===== config.mk =====
export PLATFORM = sky130hd
export DESIGN_NAME = angle_resampler_interpolate
export DESIGN_NICKNAME = d
export VERILOG_FILES = /design/src/rtl/ar_interp_pkg.sv /design/src/rtl/ar_interp_div.sv /design/src/rtl/angle_resampler_interpolate.sv
export SDC_FILE = /design/constraint.sdc
export NUM_CORES = 1
export LEC_CHECK = 0
export ABC_AREA = 1
export BUFFER_PORTS_ARGS = -buffer_cell sky130_fd_sc_hd__clkbuf_2
export CORE_MARGIN = 5
export CORE_UTILIZATION = 53
export DETAILED_ROUTE_END_ITERATION = 8
export GPL_TIMING_DRIVEN = 1
export PLACE_DENSITY = 0.7
export SYNTH_ARGS = -nofsm -noshare
export SYNTH_HDL_FRONTEND = slang
export SYNTH_SLANG_ARGS = --single-unit

===== constraint.sdc =====
create_clock -name clk -period 20.8 [get_ports clk]
set_input_delay 3.12 -clock clk [delete_from_list [all_inputs] [get_ports clk]]
set_output_delay 3.12 -clock clk [all_outputs]
set_load 0.005 [all_outputs]

===== src/rtl/ar_interp_pkg.sv =====
`default_nettype none

package ar_interp_pkg;

  localparam int MAX_GAP         = 64;
  localparam int TAG_WIDTH       = 16;
  localparam int ANGLE_FRAC_BITS = 6;

  localparam int ANG_W     = 16;
  localparam int TIME_W    = 32;
  localparam int TAG_FLD_W = 16;
  localparam int TAG_KEEP  = (TAG_WIDTH < TAG_FLD_W) ? TAG_WIDTH : TAG_FLD_W;

  localparam int HALF_TURN = 180 << ANGLE_FRAC_BITS;
  localparam int FULL_TURN = 360 << ANGLE_FRAC_BITS;

  // Angle width after a full turn has been added, with room for a signed difference.
  localparam int ANGX_W = $clog2(FULL_TURN + 65536) + 1;
  // Gap width: holds MAX_GAP itself.
  localparam int D_W    = $clog2(MAX_GAP + 1);
  // Numerator width of the interpolation sum.
  localparam int ACC_W  = ANGX_W + D_W + 1;
  localparam int CNT_W  = $clog2(ACC_W + 1);

  typedef struct packed {
    logic busy;
    logic done;
  } div_stat_t;

endpackage

`default_nettype wire


===== src/rtl/ar_interp_div.sv =====
`default_nettype none

module ar_interp_div (
  input  wire                               clk,
  input  wire                               rst_n,
  input  wire                               start,
  input  wire  [ar_interp_pkg::ACC_W-1:0]   dividend,
  input  wire  [ar_interp_pkg::D_W-1:0]     divisor,
  output logic [ar_interp_pkg::ACC_W-1:0]   quotient,
  output ar_interp_pkg::div_stat_t          stat
);

  localparam int AW = ar_interp_pkg::ACC_W;
  localparam int DW = ar_interp_pkg::D_W;
  localparam int CW = ar_interp_pkg::CNT_W;

  logic          busy_r, busy_nxt;
  logic          done_r, done_nxt;
  logic [CW-1:0] cnt_r, cnt_nxt;
  logic [DW-1:0] rem_r, rem_nxt;
  logic [AW-1:0] quo_r, quo_nxt;
  logic [DW-1:0] div_r, div_nxt;
  logic [DW:0]   trial;

  // Restoring division, one quotient bit per cycle.
  always_comb begin
    busy_nxt = busy_r;
    done_nxt = 1'b0;
    cnt_nxt  = cnt_r;
    rem_nxt  = rem_r;
    quo_nxt  = quo_r;
    div_nxt  = div_r;
    trial    = {rem_r, quo_r[AW-1]};
    if (start) begin
      busy_nxt = 1'b1;
      cnt_nxt  = CW'(AW);
      rem_nxt  = '0;
      quo_nxt  = dividend;
      div_nxt  = divisor;
    end else if (busy_r) begin
      if (trial >= {1'b0, div_r}) begin
        rem_nxt = DW'(trial - {1'b0, div_r});
        quo_nxt = {quo_r[AW-2:0], 1'b1};
      end else begin
        rem_nxt = trial[DW-1:0];
        quo_nxt = {quo_r[AW-2:0], 1'b0};
      end
      cnt_nxt = cnt_r - CW'(1);
      if (cnt_r == CW'(1)) begin
        busy_nxt = 1'b0;
        done_nxt = 1'b1;
      end
    end
  end

  always_ff @(posedge clk) begin
    if (!rst_n) begin
      busy_r <= 1'b0;
      done_r <= 1'b0;
      cnt_r  <= '0;
    end else begin
      busy_r <= busy_nxt;
      done_r <= done_nxt;
      cnt_r  <= cnt_nxt;
    end
    rem_r <= rem_nxt;
    quo_r <= quo_nxt;
    div_r <= div_nxt;
  end

  assign quotient  = quo_r;
  assign stat.busy = busy_r;
  assign stat.done = done_r;

endmodule

`default_nettype wire


===== src/rtl/angle_resampler_interpolate.sv =====
`default_nettype none

// Channel  Direction  Signals                     Contents
// in       slave      in_tvalid/tready/tdata      one timestamped angle sample
// out      master     out_tvalid/tready/tdata/    one resampled angle, flags in tuser,
//                     tuser/tlast                 tlast on the final result of a sample
//
// A sample that gives no result leaves the input ready; one that gives only the pass-through or gap
// error result holds the input until the output register has been emptied. Each interpolated
// result comes from the shared restoring divider, which produces one quotient bit per cycle; the
// first result of a sample is preceded by the setup and multiply states.
// A sample is taken only while the sequencer is idle and the output register is empty.
// A stalled output holds the sequencer; reset is synchronous and clears the stored sample.

module angle_resampler_interpolate (
  input  wire         clk,
  input  wire         rst_n,
  input  wire         in_tvalid,
  output logic        in_tready,
  input  wire  [63:0] in_tdata,   // sample_angle[15:0], sample_time[47:16], sample_tag[63:48]
  output logic        out_tvalid,
  input  wire         out_tready,
  output logic [63:0] out_tdata,  // out_angle[15:0], out_time[47:16], out_tag[63:48]
  output logic [1:0]  out_tuser,  // is_original[0], status[1]
  output logic        out_tlast
);

  localparam int AW = ar_interp_pkg::ACC_W;
  localparam int XW = ar_interp_pkg::ANGX_W;
  localparam int DW = ar_interp_pkg::D_W;
  localparam int TW = ar_interp_pkg::TIME_W;
  localparam int GW = ar_interp_pkg::TAG_KEEP;
  localparam int NW = ar_interp_pkg::ANG_W;

  localparam logic [2:0] S_IDLE  = 3'd0;
  localparam logic [2:0] S_SETUP = 3'd1;
  localparam logic [2:0] S_MUL   = 3'd2;
  localparam logic [2:0] S_START = 3'd3;
  localparam logic [2:0] S_DIV   = 3'd4;
  localparam logic [2:0] S_SIGN  = 3'd5;
  localparam logic [2:0] S_EMIT  = 3'd6;
  localparam logic [2:0] S_FINAL = 3'd7;

  logic [2:0] state_r, state_nxt;

  logic                 have_prev_r, have_prev_nxt;
  logic signed [NW-1:0] prev_a_r, prev_a_nxt;
  logic [TW-1:0]        prev_t_r, prev_t_nxt;
  logic [GW-1:0]        prev_g_r, prev_g_nxt;

  logic signed [NW-1:0] cur_a_r, cur_a_nxt;
  logic [TW-1:0]        cur_t_r, cur_t_nxt;
  logic [GW-1:0]        cur_g_r, cur_g_nxt;
  logic [DW-1:0]        d_r, d_nxt;
  logic [DW-1:0]        i_r, i_nxt;

  logic signed [XW-1:0] lo_r, lo_nxt;
  logic signed [XW-1:0] hi_r, hi_nxt;
  logic signed [AW-1:0] step_r, step_nxt;
  logic signed [AW-1:0] num_r, num_nxt;
  logic signed [AW-1:0] val_r, val_nxt;
  logic                 neg_r, neg_nxt;

  logic         out_valid_r, out_valid_nxt;
  logic [63:0]  out_data_r, out_data_nxt;
  logic [1:0]   out_user_r, out_user_nxt;
  logic         out_last_r, out_last_nxt;

  logic signed [NW-1:0] s_a;
  logic [TW-1:0]        s_t;
  logic [GW-1:0]        s_g;
  logic [TW:0]          tdiff;
  logic                 in_acc;

  logic signed [XW-1:0] pa_e, sa_e, adiff, aabs;
  logic signed [AW-1:0] lo_w, d_w, val_wr;
  logic [AW-1:0]        div_q;
  logic                 div_start;
  ar_interp_pkg::div_stat_t div_st;

  assign s_a    = signed'(in_tdata[15:0]);
  assign s_t    = in_tdata[47:16];
  assign s_g    = in_tdata[48 +: GW];
  assign tdiff  = {1'b0, s_t} - {1'b0, prev_t_r};
  assign in_acc = in_tvalid && in_tready;

  assign pa_e  = XW'(prev_a_r);
  assign sa_e  = XW'(cur_a_r);
  assign adiff = sa_e - pa_e;
  assign aabs  = adiff[XW-1] ? -adiff : adiff;
  assign lo_w  = AW'(lo_r);
  assign d_w   = signed'(AW'(d_r));

  assign val_wr = (val_r >= AW'(ar_interp_pkg::FULL_TURN)) ?
                  (val_r - AW'(ar_interp_pkg::FULL_TURN)) : val_r;

  assign div_start = (state_r == S_START);

  ar_interp_div u_div (
    .clk      (clk),
    .rst_n    (rst_n),
    .start    (div_start),
    .dividend (num_r[AW-1] ? AW'(-num_r) : AW'(num_r)),
    .divisor  (d_r),
    .quotient (div_q),
    .stat     (div_st)
  );

  always_comb begin
    state_nxt     = state_r;
    have_prev_nxt = have_prev_r;
    prev_a_nxt    = prev_a_r;
    prev_t_nxt    = prev_t_r;
    prev_g_nxt    = prev_g_r;
    cur_a_nxt     = cur_a_r;
    cur_t_nxt     = cur_t_r;
    cur_g_nxt     = cur_g_r;
    d_nxt         = d_r;
    i_nxt         = i_r;
    lo_nxt        = lo_r;
    hi_nxt        = hi_r;
    step_nxt      = step_r;
    num_nxt       = num_r;
    val_nxt       = val_r;
    neg_nxt       = neg_r;
    out_valid_nxt = out_valid_r;
    out_data_nxt  = out_data_r;
    out_user_nxt  = out_user_r;
    out_last_nxt  = out_last_r;

    if (out_valid_r && out_tready) begin
      out_valid_nxt = 1'b0;
    end

    unique case (state_r)
      S_IDLE: begin
        if (in_acc) begin
          have_prev_nxt = 1'b1;
          prev_a_nxt    = s_a;
          prev_t_nxt    = s_t;
          prev_g_nxt    = s_g;
          if (have_prev_r && !tdiff[TW] && (tdiff[TW-1:0] != '0)) begin
            if (tdiff[TW-1:0] > TW'(ar_interp_pkg::MAX_GAP)) begin
              out_valid_nxt = 1'b1;
              out_data_nxt  = {16'(s_g), s_t, s_a};
              out_user_nxt  = 2'b11;
              out_last_nxt  = 1'b1;
            end else if (tdiff[TW-1:0] == TW'(1)) begin
              out_valid_nxt = 1'b1;
              out_data_nxt  = {16'(s_g), s_t, s_a};
              out_user_nxt  = 2'b01;
              out_last_nxt  = 1'b1;
            end else begin
              have_prev_nxt = have_prev_r;
              prev_a_nxt    = prev_a_r;
              prev_t_nxt    = prev_t_r;
              prev_g_nxt    = prev_g_r;
              cur_a_nxt     = s_a;
              cur_t_nxt     = s_t;
              cur_g_nxt     = s_g;
              d_nxt         = tdiff[DW-1:0];
              i_nxt         = DW'(1);
              state_nxt     = S_SETUP;
            end
          end
        end
      end
      S_SETUP: begin
        lo_nxt = pa_e;
        hi_nxt = sa_e;
        if (aabs > XW'(ar_interp_pkg::HALF_TURN)) begin
          if (pa_e > sa_e) begin
            hi_nxt = sa_e + XW'(ar_interp_pkg::FULL_TURN);
          end else begin
            lo_nxt = pa_e + XW'(ar_interp_pkg::FULL_TURN);
          end
        end
        state_nxt = S_MUL;
      end
      S_MUL: begin
        step_nxt  = AW'(hi_r) - lo_w;
        num_nxt   = lo_w * d_w + (AW'(hi_r) - lo_w);
        state_nxt = S_START;
      end
      S_START: begin
        neg_nxt   = num_r[AW-1];
        state_nxt = S_DIV;
      end
      S_DIV: begin
        if (div_st.done) begin
          state_nxt = S_SIGN;
        end
      end
      S_SIGN: begin
        val_nxt   = neg_r ? -signed'(div_q) : signed'(div_q);
        state_nxt = S_EMIT;
      end
      S_EMIT: begin
        if (!out_valid_r) begin
          out_valid_nxt = 1'b1;
          out_data_nxt  = {16'(prev_g_r), prev_t_r + TW'(i_r), val_wr[NW-1:0]};
          out_user_nxt  = 2'b00;
          out_last_nxt  = 1'b0;
          i_nxt         = i_r + DW'(1);
          num_nxt       = num_r + step_r;
          state_nxt     = ((i_r + DW'(1)) == d_r) ? S_FINAL : S_START;
        end
      end
      S_FINAL: begin
        if (!out_valid_r) begin
          out_valid_nxt = 1'b1;
          out_data_nxt  = {16'(cur_g_r), cur_t_r, cur_a_r};
          out_user_nxt  = 2'b01;
          out_last_nxt  = 1'b1;
          have_prev_nxt = 1'b1;
          prev_a_nxt    = cur_a_r;
          prev_t_nxt    = cur_t_r;
          prev_g_nxt    = cur_g_r;
          state_nxt     = S_IDLE;
        end
      end
      default: begin
        state_nxt = S_IDLE;
      end
    endcase
  end

  always_ff @(posedge clk) begin
    if (!rst_n) begin
      state_r     <= S_IDLE;
      have_prev_r <= 1'b0;
      prev_a_r    <= '0;
      prev_t_r    <= '0;
      prev_g_r    <= '0;
      out_valid_r <= 1'b0;
    end else begin
      state_r     <= state_nxt;
      have_prev_r <= have_prev_nxt;
      prev_a_r    <= prev_a_nxt;
      prev_t_r    <= prev_t_nxt;
      prev_g_r    <= prev_g_nxt;
      out_valid_r <= out_valid_nxt;
    end
    cur_a_r    <= cur_a_nxt;
    cur_t_r    <= cur_t_nxt;
    cur_g_r    <= cur_g_nxt;
    d_r        <= d_nxt;
    i_r        <= i_nxt;
    lo_r       <= lo_nxt;
    hi_r       <= hi_nxt;
    step_r     <= step_nxt;
    num_r      <= num_nxt;
    val_r      <= val_nxt;
    neg_r      <= neg_nxt;
    out_data_r <= out_data_nxt;
    out_user_r <= out_user_nxt;
    out_last_r <= out_last_nxt;
  end

  assign in_tready  = (state_r == S_IDLE) && !out_valid_r;
  assign out_tvalid = out_valid_r;
  assign out_tdata  = out_data_r;
  assign out_tuser  = out_user_r;
  assign out_tlast  = out_last_r;

`ifndef SYNTHESIS
  a_err_is_final: assert property (@(posedge clk) disable iff (!rst_n)
    (out_tvalid && out_tuser[1]) |-> (out_tuser[0] && out_tlast))
    else $error("gap error transaction is not a final pass-through");

  a_last_is_orig: assert property (@(posedge clk) disable iff (!rst_n)
    out_tvalid |-> (out_tlast == out_tuser[0]))
    else $error("tlast does not match the pass-through flag");

  a_interp_busy: assert property (@(posedge clk) disable iff (!rst_n)
    (out_tvalid && !out_tuser[0]) |-> (state_r != S_IDLE))
    else $error("interpolated transaction pending while the sequencer is idle");

  a_div_owned: assert property (@(posedge clk) disable iff (!rst_n)
    (div_st.busy || div_st.done) |-> (state_r == S_DIV))
    else $error("divider active outside the divide state");
`endif

endmodule

`default_nettype wire

==> results of run 1 <==
## metal layers
| layer | part of all wire [%] | vias up | track usage, % |
|---|---|---|---|
| met3 | 6.7 | 120 | 3.92 |
| met4 | 2.8 | 2 | 7.11 |
| met5 | 0.017 | - | 0 |
| li1 | - | 12300 | - |
| met1 | 46 | 11100 | 36.8 |
| met2 | 45 | 761 | 41.4 |
## registers in the layout, indices dropped and copies added, names as in the netlist, 17 cells and up
register        flops
val_r              26
lo_r               17
cur_t_r            32
step_r             19
out_tdata          64
hi_r               17
num_r              26
u_div.quotient     26
prev_t_r           32
## cell type report
type                    instances  share of cell area [%]
diodes                          1                 0.00794
clock buffers                  52                    3.62
clock inverters                26                    1.16
inverters                     710                    8.47
multi-input cells            2570                    48.8
flip-flops and latches        367                    32.3
well taps                     696                    2.76
repair buffers                164                    2.83
## how the worst max path moves through the flow
stage,to,slack [ns],cells past startpoint
detailed placement,num_r[25],13.45,30
floorplan,out_tdata[0],10.68,17
finish,num_r[25],13.40,30
CTS,num_r[25],13.42,30
global route,num_r[25],12.77,30
global placement,num_r[25],13.53,30
## power groups by stage
| stage | Sequential, mW | Clock, mW | Combinational [mW] |
|---|---|---|---|
| 2_1_floorplan | 1.27 | 0 | 3.13 |
| 3_3_place_gp | 1.31 | 0 | 3.92 |
| 3_5_place_dp | 1.31 | 0 | 3.99 |
| 4_1_cts | 1.30 | 0.826 | 4.02 |
| 5_1_grt | 1.32 | 0.857 | 4.66 |
| 6_report | 1.30 | 0.812 | 4.04 |
## stage by stage
step	cells	utilization [%]
2_1_floorplan	3768	-
3_3_place_gp	4507	55.7
3_5_place_dp	4507	55.7
4_1_cts	4585	58.5
5_1_grt	4585	58.5
6_report	4586	58.5
## worst max-delay path, delay by kind of cell (launching register included)
kind / cells / cell delay [ns]
buffers and inverters: 4 / 0.35
and+or+nand+nor: 9 / 1.10
adders and majority gates: 7 / 3.02
AOI/OAI and AO/OA: 10 / 2.15
DFF: 1 / 0.52
## synthesized netlist by cell type (3+ instances only)
| library cell | instances | area [µm²] |
|---|---|---|
| nand2_1 | 979 | 3670 |
| inv_1 | 699 | 2620 |
| edfxtp_1 | 284 | 8530 |
| nor2_1 | 275 | 1030 |
| a21oi_1 | 230 | 1150 |
| o21ai_0 | 213 | 1070 |
| nand3_1 | 199 | 996 |
| ha_1 | 174 | 2180 |
| fa_1 | 113 | 2260 |
| clkbuf_1 | 90 | 338 |
| xor2_1 | 89 | 780 |
| dfxtp_1 | 83 | 1660 |
| o211ai_1 | 61 | 458 |
| xnor2_1 | 43 | 377 |
| nor3_1 | 29 | 145 |
| nand4_1 | 20 | 125 |
| nor4_1 | 15 | 93.8 |
| buf_2 | 11 | 55.1 |
| nand3b_1 | 11 | 82.6 |
| o221ai_1 | 11 | 96.3 |
| o21bai_1 | 10 | 75.1 |
| or2_2 | 10 | 62.6 |
| buf_6 | 9 | 101 |
| nor2_2 | 9 | 56.3 |
| a21boi_0 | 8 | 60.1 |
| a31oi_1 | 8 | 50.1 |
| buf_1 | 8 | 30.0 |
| a21o_1 | 7 | 52.6 |
| inv_2 | 7 | 26.3 |
| o22ai_1 | 7 | 43.8 |
| o31ai_1 | 6 | 45.0 |
| nand3_2 | 5 | 50.1 |
| clkinv_1 | 4 | 15.0 |
| o2111ai_1 | 4 | 35.0 |
| buf_4 | 3 | 22.5 |
| nor3b_1 | 3 | 22.5 |
| o21a_1 | 3 | 22.5 |
| o41ai_1 | 3 | 26.3 |
## cell families (layout without fill, tap and decap cells)
logic type | count (synthesis) | after routing | synth area share (%)
XOR/XNOR | 133 | 133 | 4.08
buffers and inverters | 831 | 952 | 11.2
flip-flops | 367 | 367 | 35.5
AO/OA/AOI/OAI | 584 | 584 | 11.5
AND/OR/NAND/NOR | 1565 | 1565 | 22.3
other | 0 | 1 | 0
adder cells (fa/ha/maj) | 287 | 287 | 15.4
multiplexers | 1 | 1 | 0.0392
==> qor.yml, run 1 <==
grt_setup_unrepaired: "no"
critical-path-max-stage-delay_ns: 0.55
path_class: "flip-flop to flip-flop"
tritoncts: "built"
antenna_found_initial: 2
synth-seq-cells: 367
drv_slew: 0
hp-start: "prev_a_r[6]"
grt_max_degree: 87
async_reset_ff_share_pct: 0
worstHoldEndpoint: "lo_r[6]"
holdWs_ns: 0.465
max_slew_margin_pct: 10.2
skew_ns: 0.0203
clkTransAtPathRegs_ns: 0.06
wire_per_inst_um: 16.9
hold_viol: 0
switching_power_mw: 2.98
syn_area_per_cell_um2: 7.63
setup_tns_ns: 0
crit_start: "lo_r[0]"
post-cts-setup-buffers: 0
synth_edf_count: 284
multi_input_area_um2: 15400
postSynthNetCount: 4123
layout-drive-gt1-share_pct: 7.28
fill_cells: 4975
hold_buffers: 0
io_pins: 137
gp_congestion: 0.984
status: "complete, no violations"
ir_drop_mv: 0.160
area_growth_pct: 9.62
max_cap_violations: 0
total_power_mw: 6.15
drc: 0
die_x_um: 243
root_buffer: "clkbuf_16"
fin_ws_ns: 13.40
fp.dieArea_um2: 59000
die_h_um: 243
reg2reg_slack_ns: 13.40
yosysWarnings: 0
ff2ff_path_depth: 30
switching_share_pct: 48.4
syn-instance-count: 3768
finalSetupViolCount: 0
antenna_left: 0
holdPathStages: 0
p_leak_nw: 15.2
place_worst_setup_slack_ns: 13.45
netlist_area_um2: 28700
end_kind: "flip-flop"
fmax_mhz: 135
clock_path_buffers: 3
critPathArrivalTime_ns: 7.71
min_period_ns: 7.40
avgViaCountPerCell: 5.29
ys_seq_area_share_pct: 35.5
initial_core_util_pct: 53.4
cts.sinks: 367
pwr-share-seq_pct: 21.2
cts.repair.resized: 0
num_vias: 24300
overflow: 0
critical_path.slowest_cell: "fa_1"
hold_class: "flip-flop to flip-flop"
p_int_mw: 3.17
ff_latch_area_um2: 10200
grt_usage_pct: 25.8
critical_path_peak_fanout: 8
design_area_um2: 31500
io_buffers: 136
routed_wl_um: 77500
clk-insertion-delay-late_ns: 0.58
required_ns: 21.12
comb_power_share_pct: 65.6
layout_commonest_cell: "nand2_1"
worstReg2RegStart: "lo_r[0]"
tightestPinTransition_ns: 1.34
fin_crit_sh_pct: 35.6
numCtsBuffers: 42
grt_pass1_wl_um: 124000
final_cell_mix: "978 x nand2_1, 698 x inv_1, 284 x edfxtp_1"
reg2reg_to: "num_r[25]"
synth-main-ff-cell: "edfxtp_1"
core_region_area_um2: 53800
synth_cell_type_count: 54
p_per_area_nw_per_um2: 195
start_kind: "flip-flop"
fin_nets: 4210
grt_pass1_vias: 23000
dpl.hpwl_um: 58700
dr.pass1.iters: 6
first_iter_violations: 2028
cts.htree.levels: 2
rows: 85
postPlaceCellArea_um2: 30000
pwr-share-clk_pct: 13.2
Note: power is estimated with default switching activity, not from simulation.
==> run 2: changes to the inputs <==
--- a/config.mk
+++ b/config.mk
@@ -5,13 +5,13 @@
 export SDC_FILE = /design/constraint.sdc
 export NUM_CORES = 1
 export LEC_CHECK = 0
-export ABC_AREA = 1
+export ABC_AREA = 0
 export BUFFER_PORTS_ARGS = -buffer_cell sky130_fd_sc_hd__clkbuf_2
 export CORE_MARGIN = 5
 export CORE_UTILIZATION = 53
 export DETAILED_ROUTE_END_ITERATION = 8
 export GPL_TIMING_DRIVEN = 1
-export PLACE_DENSITY = 0.7
+export PLACE_DENSITY = 0.71
 export SYNTH_ARGS = -nofsm -noshare
 export SYNTH_HDL_FRONTEND = slang
 export SYNTH_SLANG_ARGS = --single-unit
==> constraint.sdc (replaced) <==
create_clock -name clk -period 7.2 [get_ports clk]
set_input_delay 1.08 -clock clk [delete_from_list [all_inputs] [get_ports clk]]
set_output_delay 1.08 -clock clk [all_outputs]
set_load 0.005 [all_outputs]
==> run 2 against run 1 <==
Die area shrank 5.7%. Highest routed layer unchanged. Clock-buffer cell count is the same. Sequential share of layout area up 1.8 points. Core utilization up 0.87 points. Setup slack got worse by 13 ns. Global-route usage is 0.86 points lower. Total power fell by 14%. Critical endpoint is now num_r[23]. Maximum frequency is 6.3% higher. Largest power group is now registers. Combinational power down 84%. Via count down 13%. Register-to-register slack got worse by 13 ns. Critical path depth is 2 lower.
==> qor.yml, run 2 <==
path_class: "flip-flop to flip-flop"
layout-drive-gt1-share_pct: 13.1
fp.dieArea_um2: 55600
core_region_area_um2: 50300
tritoncts: "built"
pwr-share-clk_pct: 42.8
utilization_pct: 59.4
synth_xor_area_share_pct: 6.42
first_iter_violations: 1572
drv_slew: 0
holdPathStages: 0
ir_drop_mv: 0.212
async_reset_ff_share_pct: 0
avgViaCountPerCell: 6.02
routed_wl_um: 71600
layout.cells.non_filler: 3509
p_per_area_nw_per_um2: 177
muxShareOfSynthArea_pct: 0.546
die_h_um: 236
largest_reg_flops: 64
p_int_mw: 3.95
synthSimpleGateAreaFrac_pct: 13.5
syn-instance-count: 2707
ff2ff_path_depth: 28
layout_commonest_cell: "edfxtp_1"
io_pins: 137
synth_commonest_cells: "284 x edfxtp_1, 267 x inv_1, 229 x nand2_1"
ys_seq_area_share_pct: 37.7
fmax_mhz: 144
num_vias: 21100
overflow: 0
hold_class: "flip-flop to flip-flop"
pwr-share-seq_pct: 44.7
postPlaceCellArea_um2: 28300
fin_crit_sh_pct: 96.7
finalSetupViolCount: 0
synth_edf_count: 284
grt_pass1_wl_um: 114000
design_area_um2: 29900
clkTransAtPathRegs_ns: 0.06
place_worst_setup_slack_ns: -0.155
wire_per_inst_um: 20.4
switching_share_pct: 25.3
critical-path-max-stage-delay_ns: 0.55
hold_viol: 0
critPathArrivalTime_ns: 7.27
hp-start: "prev_a_r[6]"
setup_tns_ns: 0
synth-compound-area-share_pct: 19.5
yosys.area.top_type: "edfxtp_1"
rows: 82
dpl.hpwl_um: 51900
synthDominantCellAreaShare_pct: 31.6
grt_usage_pct: 24.9
total_power_mw: 5.28
grt_max_degree: 77
max_slew_margin_pct: 26.5
grt_pass1_vias: 21500
status: "complete, no violations"
synthAdderAreaFrac_pct: 16.4
post-cts-setup-buffers: 0
postSynthNetCount: 3062
clock_path_buffers: 3
fin_nets: 3156
crit_start: "lo_r[0]"
synth_area_leaders: "edfxtp_1 32%, fa_1 8.4%, ha_1 8.1%"
dr.pass1.iters: 6
synth_cell_type_count: 99
io_buffers: 136
cts.htree.levels: 2
max_cap_violations: 0
required_ns: 7.51
yosysMostFrequentCell: "edfxtp_1"
clk-insertion-delay-late_ns: 0.57
cpMostUsedCell: "fa_1"
antenna_found_initial: 7
cts.sinks: 367
place_inst: 3430
syn_area_per_cell_um2: 9.98
die_x_um: 236
gp_congestion: 0.918
comb_power_share_pct: 12.5
critical_path.slowest_cell: "fa_1"
worstReg2RegStart: "lo_r[0]"
root_buffer: "clkbuf_16"
antenna_left: 0
fin_ws_ns: 0.238
switching_power_mw: 1.33
initial_core_util_pct: 53.7
end_kind: "flip-flop"
yosysWarnings: 0
netlist_area_um2: 27000
numCtsBuffers: 41
holdWs_ns: 0.475
skew_ns: 0.0121
drc: 0
area_growth_pct: 10.5
p_leak_nw: 11.9
start_kind: "flip-flop"
critical_path_peak_fanout: 4
synth_top_family_by_area: "compound AO/OA/AOI/OAI gates"
synth-seq-cells: 367
min_period_ns: 6.96
synth-main-ff-cell: "edfxtp_1"
tightestPinTransition_ns: 1.10
final_cell_mix: "284 x edfxtp_1, 265 x inv_1, 227 x nand2_1"
==> run 2: cell types whose count changed after synthesis, moves of 31 or more <==
cell | previous run | this run
nand2_1 | 979 | 229
inv_1 | 699 | 267
nor2_1 | 275 | 120
nand3_1 | 199 | 51
a21oi_1 | 230 | 129
and2_1 | 2 | 90
xnor2_1 | 43 | 124
o22a_1 | 0 | 63
a22oi_1 | 0 | 62
o21ai_0 | 213 | 157
o221a_2 | 0 | 54
o211ai_1 | 61 | 12
a21o_1 | 7 | 38
==> run 2: routing by layer <==
metal / track usage (%) / up-vias / share of wire [%]
met2: 39.4 / 753 / 45
met3: 6.16 / 140 / 8.3
met1: 34.1 / 10300 / 44
met5: 0 / - / 0.029
met4: 8.20 / 4 / 2.9
li1: - / 9973 / -
==> run 2: area by class of cell <==
cell class / count / area, µm²
Sequential cell: 367 / 10200
Multi-Input combinational cell: 1953 / 15400
Clock inverter: 23 / 328
Fill cell: 4197 / 20400
Tap cell: 672 / 841
Inverter: 267 / 1000
Antenna cell: 4 / 10.0
Clock buffer: 52 / 1120
Timing Repair Buffer: 171 / 956
==> run 2: cell families (layout without fill, tap and decap cells) <==
kind of cell / count (synthesis) / count (layout)
mux: 14 / 14
other cells: 0 / 4
flops: 367 / 367
xor+xnor: 198 / 198
compound gates: 732 / 732
buf+inv: 387 / 513
simple gates: 722 / 722
fa+ha+maj: 287 / 287
==> run 2: worst paths after layout <==
| kind | to | slack [ns] |
|---|---|---|
| setup reg to reg | num_r[23] | 0.24 |
| hold / removal | lo_r[6] | 0.47 |
| setup / recovery | num_r[23] | 0.24 |
| hold reg to reg | lo_r[6] | 0.47 |
==> run 2: power groups by stage <==
stage               Combinational [mW]  Sequential [mW]  Clock [mW]
global placement                 0.634             2.40           0
floorplan                        0.479             2.39           0
global route                     0.721             2.36        2.38
finish                           0.660             2.36        2.26
CTS                              0.649             2.36        2.29
detailed placement               0.644             2.40           0
==> run 2: timing repair <==
| action | 4_1_cts | 5_1_grt |
|---|---|---|
| pin swaps | 1 | 13 |
| hold buffers | 0 | 0 |
| gates cloned | 0 | 0 |
| gates resized for setup | 5 | 34 |
| setup endpoints to repair | 4 | 8 |
==> run 2: worst max-delay path: cells and delay by family (launching register included) <==
kind | cells | cell delay [ns]
xor gates and xnor gates | 1 | 0.18
buffers and inverters | 3 | 0.36
DFF | 1 | 0.40
and+or+nand+nor | 2 | 0.49
AOI/OAI and AO/OA | 15 | 2.24
adders and majority gates | 7 | 3.05
==> run 3: changes to the inputs <==
==> constraint.sdc (replaced) <==
create_clock -name clk -period 7.2 [get_ports clk]
set_input_delay 0.72 -clock clk [delete_from_list [all_inputs] [get_ports clk]]
set_output_delay 0.72 -clock clk [all_outputs]
set_load 0.005 [all_outputs]
==> run 3 against run 2 <==
Sequential share of layout area increased by 0.082 points. Total power decreased by 3.8%. Largest power group unchanged. Largest cell class unchanged. Register-to-register slack improved by 0.02 ns. Global-route usage about the same. Clock skew increased by 0.0054 ns. Clock power decreased by 9%. Setup slack improved by 0.024 ns. Clock-buffer cell count increased by 9. Hold slack got worse by 0.11 ns. Via count increased by 0.50%.
==> qor.yml, run 3 (synthesis gave the netlist of run 2 again) <==
status: "complete, no violations"
layout_commonest_cell: "edfxtp_1"
grt_pass1_wl_um: 115000
num_vias: 21200
ir_drop_mv: 0.155
required_ns: 7.47
pwr-share-clk_pct: 40.6
overflow: 0
tightestPinTransition_ns: 1.11
die_h_um: 236
clock_path_buffers: 3
io_buffers: 136
cpMostUsedCell: "fa_1"
fp.dieArea_um2: 55600
path_class: "flip-flop to flip-flop"
drc: 0
dr.pass1.iters: 5
max_slew_margin_pct: 26.1
cts.sinks: 367
fin_nets: 3162
io_pins: 137
antenna_found_initial: 5
pwr-share-seq_pct: 46.5
critical-path-max-stage-delay_ns: 0.55
clk-insertion-delay-late_ns: 0.57
hold_viol: 0
hold_class: "input pin to flip-flop"
largest_reg_flops: 64
switching_share_pct: 25.7
core_region_area_um2: 50300
die_x_um: 236
layout-drive-gt1-share_pct: 13.1
fin_crit_sh_pct: 96.4
cts.htree.levels: 2
max_cap_violations: 0
p_leak_nw: 11.9
gp_congestion: 0.913
start_kind: "flip-flop"
p_int_mw: 3.77
place_inst: 3430
grt_pass1_vias: 21100
end_kind: "flip-flop"
tritoncts: "built"
critical_path_peak_fanout: 4
fmax_mhz: 144
grt_max_degree: 77
critPathArrivalTime_ns: 7.20
numCtsBuffers: 42
drv_slew: 0
dpl.hpwl_um: 52100
skew_ns: 0.0175
root_buffer: "clkbuf_16"
clkTransAtPathRegs_ns: 0.06
finalSetupViolCount: 0
switching_power_mw: 1.30
routed_wl_um: 71500
wire_per_inst_um: 20.3
initial_core_util_pct: 53.7
area_growth_pct: 10.3
rows: 82
first_iter_violations: 2007
final_cell_mix: "284 x edfxtp_1, 265 x inv_1, 227 x nand2_1"
fill_cells: 4224
setup_tns_ns: 0
antenna_left: 0
grt_usage_pct: 25.0
critical_path.slowest_cell: "fa_1"
p_per_area_nw_per_um2: 170
min_period_ns: 6.94
comb_power_share_pct: 13.0
avgViaCountPerCell: 6.04
layout.cells.non_filler: 3514
## run 3: power groups by stage
stage	registers, mW	logic, mW	clock network [mW]
2_1_floorplan	2.39	0.479	0
3_3_place_gp	2.40	0.633	0
3_5_place_dp	2.40	0.644	0
4_1_cts	2.36	0.649	2.09
5_1_grt	2.36	0.721	2.18
6_report	2.36	0.658	2.06
## run 3: final timing paths
check	startpoint	endpoint	slack, ns	depth (start not counted)
min reg2reg	prev_a_r[8]	lo_r[8]	0.48	0
max reg2reg	hi_r[1]	num_r[22]	0.26	30
max	hi_r[1]	num_r[22]	0.26	30
min	in_tdata[49]	cur_g_r[1]	0.36	1
## run 3: stage by stage
step	power [mW]	worst slack [ns]	hold slack (ns)	cell area [µm²]	util, %
floorplan	2.87	0.169	0.424	27000	-
global placement	3.03	0.00387	0.462	28300	56.2
detailed placement	3.05	-0.173	0.462	28300	56.2
CTS	5.10	0.00724	0.334	29600	58.9
global route	5.26	-0.111	0.354	29800	59.2
finish	5.08	0.262	0.360	29800	59.3
## run 3: timing repair
action | 4_1_cts | 5_1_grt
buffers inserted | 0 | 5
setup endpoints to repair | 3 | 8
pin swaps | 1 | 20
resized for setup | 9 | 33
hold buffers | 0 | 0
## run 3: layer usage
metal	vias up	global-route usage, %	wire [µm]
met4	4	6.00	1420
met3	92	4.46	5000
met5	-	0	27
met2	683	39.9	33000
li1	9995	-	-
met1	10500	35.7	32000
## run 3: final cells by class
class | instances | area [µm²] | share of cell area [%]
diodes | 3 | 7.51 | 0.0252
flip-flops and latches | 367 | 10200 | 34.2
repair buffers | 176 | 981 | 3.29
clock inverters | 15 | 82.6 | 0.277
multi-input cells | 1953 | 15500 | 51.9
well taps | 672 | 841 | 2.82
clock buffers | 61 | 1230 | 4.14
inverters | 267 | 1000 | 3.36
## run 3: critical path, delay by kind of cell (launching register included)
kind            cells  cell delay (ns)
buf+inv             5             0.67
fa+ha+maj           6             2.52
simple gates        3             0.29
xor+xnor            2             0.37
flops               1             0.42
compound gates     14             2.36
